--- src/sv/cmap_pkg.sv ---
`timescale 1ns / 1ps
// ----------------------------------------------------------------------------
// cmap_pkg: shared constants for the gradient colormap lookup
// Register indexes, register widths and register reset values.
// ----------------------------------------------------------------------------
package cmap_pkg;

  localparam int CfgIdxW  = 3;
  localparam int CfgDataW = 32;
  localparam int StopRegs = 4;
  localparam int StopIdxW = 2;
  localparam int ChanW    = 8;
  localparam int NumChans = 4;

  localparam logic [CfgIdxW-1:0] RegMinValue  = 3'd0;
  localparam logic [CfgIdxW-1:0] RegRangeRecp = 3'd1;
  localparam logic [CfgIdxW-1:0] RegStop0     = 3'd2;
  localparam logic [CfgIdxW-1:0] RegStop1     = 3'd3;
  localparam logic [CfgIdxW-1:0] RegStop2     = 3'd4;
  localparam logic [CfgIdxW-1:0] RegStop3     = 3'd5;

  localparam logic [CfgDataW-1:0] MinValueRst  = 32'h0000_0000;
  localparam logic [CfgDataW-1:0] RangeRecpRst = 32'h0001_0000;
  localparam logic [CfgDataW-1:0] Stop0Rst     = 32'hFF00_00FF;
  localparam logic [CfgDataW-1:0] Stop1Rst     = 32'hFFFF_00FF;
  localparam logic [CfgDataW-1:0] Stop2Rst     = 32'h00FF_00FF;
  localparam logic [CfgDataW-1:0] Stop3Rst     = 32'h0000_FFFF;

  localparam logic [ChanW-1:0] ChanMax = 8'hFF;

endpackage

--- src/sv/cmap_lerp.sv ---
`timescale 1ns / 1ps
// ----------------------------------------------------------------------------
// cmap_lerp: one color channel blend
// Registers both weighted terms, then rounds half up and saturates.
// ----------------------------------------------------------------------------
module cmap_lerp #(
  parameter int FRAC_BITS = 16
) (
  input  logic                        clk_i,
  input  logic                        en_i,
  input  logic [cmap_pkg::ChanW-1:0]  start_i,
  input  logic [cmap_pkg::ChanW-1:0]  end_i,
  input  logic [FRAC_BITS:0]          frac_i,
  output logic [cmap_pkg::ChanW-1:0]  level_o
);

  localparam int FW = FRAC_BITS + 1;
  localparam int PW = FRAC_BITS + cmap_pkg::ChanW + 1;
  localparam int SW = PW + 1;
  localparam logic [FW-1:0] One  = FW'(1) << FRAC_BITS;
  localparam logic [SW-1:0] Half = SW'(1) << (FRAC_BITS - 1);

  logic [PW-1:0] term_a_d, term_a_q;
  logic [PW-1:0] term_b_d, term_b_q;
  logic [SW-1:0] sum;
  logic [SW-FRAC_BITS-1:0] rounded;

  assign term_a_d = PW'(start_i) * PW'(One - frac_i);
  assign term_b_d = PW'(end_i) * PW'(frac_i);

  always_ff @(posedge clk_i) begin
    if (en_i) begin
      term_a_q <= term_a_d;
      term_b_q <= term_b_d;
    end
  end

  assign sum     = SW'(term_a_q) + SW'(term_b_q) + Half;
  assign rounded = sum[SW-1:FRAC_BITS];
  assign level_o = (rounded > (SW-FRAC_BITS)'(cmap_pkg::ChanMax)) ? cmap_pkg::ChanMax
                                                                   : rounded[7:0];

endmodule

--- config.mk ---
export PLATFORM = sky130hd
export DESIGN_NAME = cmap_lerp
export DESIGN_NICKNAME = d
export VERILOG_FILES = /design/src/sv/cmap_pkg.sv /design/src/sv/cmap_lerp.sv
export SDC_FILE = /design/constraint.sdc
export NUM_CORES = 1
export LEC_CHECK = 0
export BUFFER_PORTS_ARGS = -buffer_cell sky130_fd_sc_hd__buf_2
export CORE_MARGIN = 1
export CORE_UTILIZATION = 25
export DETAILED_ROUTE_END_ITERATION = 8
export PLACE_DENSITY = 0.47
export SYNTH_ARGS = -nofsm -noshare
export SYNTH_HDL_FRONTEND = slang
export SYNTH_SLANG_ARGS = --single-unit
--- constraint.sdc ---
create_clock -name clk_i -period 10.7 [get_ports clk_i]
set_input_delay 3.21 -clock clk_i [delete_from_list [all_inputs] [get_ports clk_i]]
set_output_delay 3.21 -clock clk_i [all_outputs]
set_load 0.01 [all_outputs]
# ---- After elaboration in Yosys (flattened, before gate mapping)
# Cells that the tools add are included.
dict set report word_totals {
  regBits 50
  elab_cells 9
}
dict set report classes {
  add_sub_neg 3
  multipliers 2
  magnitude_cmp 1
  muxes 1
}
# cell n
set op_table {}
lappend op_table {{25-bit by 25-bit adder with 26-bit output} 1}
lappend op_table {{26-bit by 16-bit adder with 26-bit output, second input constant} 1}
lappend op_table {{8-bit by 17-bit multiplier with 25-bit output} 1}
lappend op_table {{9-bit by 18-bit multiplier with 25-bit output} 1}
lappend op_table {{17-bit by 17-bit subtractor with 18-bit output, first input constant} 1}
lappend op_table {{10-bit by 8-bit > comparator with 1-bit output, second input constant} 1}
lappend op_table {{8-bit two-way mux} 1}

# ---- Longest topological paths before layout
dict set report logic_depth {
  ltp_word 4
  mapped_depth 26
  ltp_nobuf 25
}

# ---- Worst setup path after synthesis
# Ideal clock, no wire load.
dict set report synth_path {
  path_kind {input -> register}
  startpoint {in frac_i[9]}
  endpoint {reg term_a_q[24] (data pin)}
  setup_time_ps 260
  t_arrival_ps 8793
  required_time_ps 10440
  slack_ps 1647
  cell_stages 23
  n_path_buf 1
  path_cell_list {clkbuf_1 -> or4_1 -> nor3_1 -> nand2_1 -> nor3_1 -> xor2_1 -> nand2_1 -> fa_1 -> inv_1 -> fa_1 -> fa_1 -> inv_1 -> fa_1 -> inv_1 -> ha_1 -> a21o_1 -> or4_1 -> or3_1 -> o21ai_1 -> o311ai_1 -> a31oi_1 -> o21bai_1 -> xnor2_1}
}
dict set report synth_between {
  elab_chain_len 2
}
# element line
set synth_rtl {}
lappend synth_rtl {{from (decl)} cmap_lerp.sv:13} ;# input logic [FRAC_BITS:0] frac_i,
lappend synth_rtl {{17-bit by 17-bit subtractor with 18-bit output} cmap_lerp.sv:28} ;# assign term_a_d = PW'(start_i) * PW'(One - frac_i);
lappend synth_rtl {{9-bit by 18-bit multiplier with 25-bit output} cmap_lerp.sv:28}
lappend synth_rtl {{via term_a_d[24]} cmap_lerp.sv:23} ;# logic [PW-1:0] term_a_d, term_a_q;
lappend synth_rtl {{to (signal assigned)} cmap_lerp.sv:33} ;# term_a_q <= term_a_d;
lappend synth_rtl {{to (decl)} cmap_lerp.sv:23}
# The timed path passes the listed nets, and every way through them passes these cells.
# A chain may end at the register's enable or synchronous reset.

# ---- Worst setup path in the final report
dict set report layout_path {
  startpoint {in frac_i[0]}
  endpoint {reg term_a_q[24] (data pin)}
}
# The elaborated chain is that of the path after synthesis.

==> flow_summary.json <==
{
  "hold_depth": 2,
  "initial_core_util_pct": 25.33,
  "critPathLaunch": "frac_i[0]",
  "status": "finished clean",
  "synth_seq_area_share_pct": 12.73,
  "dpl.hpwl_mm": 23.24,
  "n_fill_cell": 4962,
  "core_um2": 46560,
  "critPathMaxFanout": 18,
  "path_clk_slew_ns": 0.07,
  "leakagePower_uw": 0.006255,
  "die_area_um2": 48050,
  "hp-class": "input port to register",
  "crit_required_ns": 10.74,
  "slew_violations": 0,
  "crit_path_end_kind": "register",
  "postCtsHoldBufs": 0,
  "first_pass_iters": 7,
  "cts_max_level": 2,
  "grt_max_degree": 51,
  "cts_buffers": 5,
  "ys_ff_latch": 50,
  "area_delta_synth_final_pct": 8.530,
  "synth_xor_area_share_pct": 4.530,
  "die_height_um": 219.2,
  "met3_usage_pct": 1.830,
  "synthFlopType": "edfxtp_1",
  "antenna_found_initial": 4,
  "sw_frac_of_total_pct": 49.63,
  "multi_input_area_um2": 9069,
  "cts_tree": "done",
  "grt-busiest-layer": "met2",
  "root_buffer": "clkbuf_16",
  "syn_inst": 1293,
  "finalSetupViolCount": 0,
  "routed_wl_mm": 28.32,
  "use_met1_pct": 17.80,
  "synth_simple_gate_area_share_pct": 17.47,
  "holdPathEnd": "term_b_q[0]$_DFFE_PP_",
  "cts_setup_buffers": 0,
  "rsz0062_at_grt": "false",
  "hold_viol": 0,
  "wl_per_cell_um": 14.77,
  "gp_congestion": 0.7949,
  "grt_pass1_wl_mm": 48.14,
  "cts.sinks": 50,
  "synth_edf_count": 50,
  "cts_resized": 0,
  "die_x_um": 219.2,
  "grt_pass1_vias": 8993,
  "ant_nets": 0,
  "pwr-share-comb_pct": 80.5,
  "critical_path_class": "input port to register",
  "via_per_inst": 4.312,
  "synth_compound_area_share_pct": 5.856,
  "start_kind": "input port",
  "worst_pin_slew_ns": 0.8687,
  "powerDensity_nw_per_um2": 245.7,
  "pwr-share-clk_pct": 5.4,
  "num_rows": 79,
  "ir_worst_vdd_v": 0.0002422,
  "top_level_ports": 43,
  "max_freq_mhz": 103.3,
  "final_period_minus_worst_setup_slack_ns": 9.677,
  "gr-total-overflow": 0,
  "syn_area_per_cell_um2": 9.121,
  "clk_path_buf_depth": 2,
  "worstPathArrival_ns": 9.72,
  "max_cap_viol_count": 0,
  "drc": 0,
  "hold_start": "frac_i[0]",
  "relSlewSlack_pct": 41.67,
  "met2_usage_pct": 21.77,
  "num_vias": 8270,
  "whs_ns": 3.433,
  "drt_iter0_drc": 318,
  "fin_setup_tns_ns": 0,
  "ys_types": 50,
  "finalNetCount": 1684,
  "synth.area.mux_share_pct": 0.1910,
  "switchingPower_uw": 1561,
  "finalCritPeriodShare_pct": 90.44,
  "drive_gt1_share_pct": 4.660,
  "io_buffers": 42,
  "layout_commonest_cell": "inv_1",
  "ys_warn_count": 0,
  "syn_area_um2": 11790,
  "synthArstFlopShare_pct": 0,
  "pwr-share-seq_pct": 14.2,
  "p_int_uw": 1584,
  "grt_use_total_pct": 12.83,
  "yosys.area_share.adder_pct": 48.84,
  "synth_nets": 1669,
  "regArea_um2": 1501,
  "most-common-layout-cells": "290 x inv_1, 199 x fa_1, 160 x nand2_1, 152 x and2_1, 142 x ha_1",
  "synth_top_family_by_area": "adder cells"
}
layout make-up:
cell class                      count  area share [%]
Inverter                          290           8.504
Multi-Input combinational cell    917           70.85
Timing Repair Buffer               44           1.760
Sequential cell                    50           11.73
Tap cell                          607           5.934
Antenna cell                        2         0.03910
Clock buffer                        5          0.9775
Clock inverter                      3          0.2053
cell usage after synthesis, types with 2 or more instances:
master / n / area [µm²]
nand4_1: 6 / 37.54
a31oi_1: 7 / 43.79
a41oi_1: 2 / 17.52
xnor2_1: 45 / 394.1
ha_1: 142 / 1777
a21oi_1: 27 / 135.1
edfxtp_1: 50 / 1501
a21boi_0: 3 / 22.52
or3_1: 6 / 37.54
and2_1: 152 / 950.9
nor3_1: 18 / 90.09
o21bai_1: 4 / 30.03
o21a_1: 9 / 67.56
nor2b_1: 8 / 50.05
nor2_1: 34 / 127.6
o21ai_2: 2 / 17.52
or4_1: 2 / 15.01
o211a_1: 2 / 20.02
inv_1: 290 / 1089
or3_2: 2 / 15.01
xor2_1: 16 / 140.1
nand3_1: 10 / 50.05
and3_1: 5 / 31.28
nand2_1: 160 / 600.6
o21ai_0: 21 / 105.1
clkbuf_1: 36 / 135.1
a21o_1: 8 / 60.06
a221o_1: 2 / 20.02
nand2b_1: 4 / 25.02
fa_1: 199 / 3984
o31ai_1: 2 / 15.01
how the worst max path moves through the flow:
stage | to | slack [ns] | cells after the start
after floorplan | term_a_q[24]$_DFFE_PP_ | 1.65 | 23
after global placement | term_a_q[24]$_DFFE_PP_ | 0.89 | 25
after detailed placement | term_a_q[24]$_DFFE_PP_ | 0.72 | 25
after CTS | term_a_q[24]$_DFFE_PP_ | 1.02 | 25
after global routing | term_a_q[24]$_DFFE_PP_ | 0.61 | 23
final | term_a_q[24]$_DFFE_PP_ | 1.02 | 25
sequential cells by signal, summed over array words and instances, names as in the netlist:
register  count
term_b_q     25
term_a_q     25
power groups by stage:
stage / Combinational, µW / Sequential, µW / Clock, µW
final: 2530 / 445 / 169
after global routing: 2920 / 455 / 185
after CTS: 2580 / 449 / 174
after detailed placement: 2550 / 453 / 0
after global placement: 2540 / 452 / 0
after floorplan: 1930 / 435 / 0
stage by stage:
step / setup slack, ns / power, µW / instances / cell area (µm²) / utilization, %
after global placement: 0.8873 / 2989 / 1908 / 12640 / 27.16
after floorplan: 1.647 / 2364 / 1293 / 11790 / -
after global routing: 0.6123 / 3562 / 1916 / 12790 / 27.48
final: 1.023 / 3145 / 1918 / 12800 / 27.49
after CTS: 1.017 / 3202 / 1916 / 12790 / 27.48
after detailed placement: 0.7244 / 3005 / 1908 / 12640 / 27.16
kinds of logic after synthesis:
logic type	Yosys count
mux	1
xor+xnor	61
flops	50
compound gates	103
fa+ha+maj	341
simple gates	411
buf+inv	326
layer usage:
metal | part of all wire [%] | wire, µm | up-vias
li1 | - | - | 4007
met4 | 0.47 | 134 | 2
met3 | 2.8 | 800 | 13
met2 | 48 | 13520 | 91
met1 | 49 | 13850 | 4157
met5 | 0.046 | 13 | -
critical path, cell delays in order:
cell	delay, ns
buf_2	0.19
inv_1	0.09
ha_1	0.18
nand2b_1	0.09
nor2b_1	0.40
nand2_1	0.22
nor3_1	0.27
xor2_1	0.50
nand2_1	0.14
fa_1	0.49
inv_1	0.05
fa_1	0.47
fa_1	0.49
inv_1	0.05
fa_1	0.52
inv_1	0.04
ha_1	0.35
a21o_1	0.20
or4_1	0.43
or3_1	0.32
o21ai_1	0.32
o311ai_1	0.22
a31oi_1	0.21
o21bai_1	0.09
xnor2_1	0.13
Note: power is estimated with default switching activity, not from simulation.
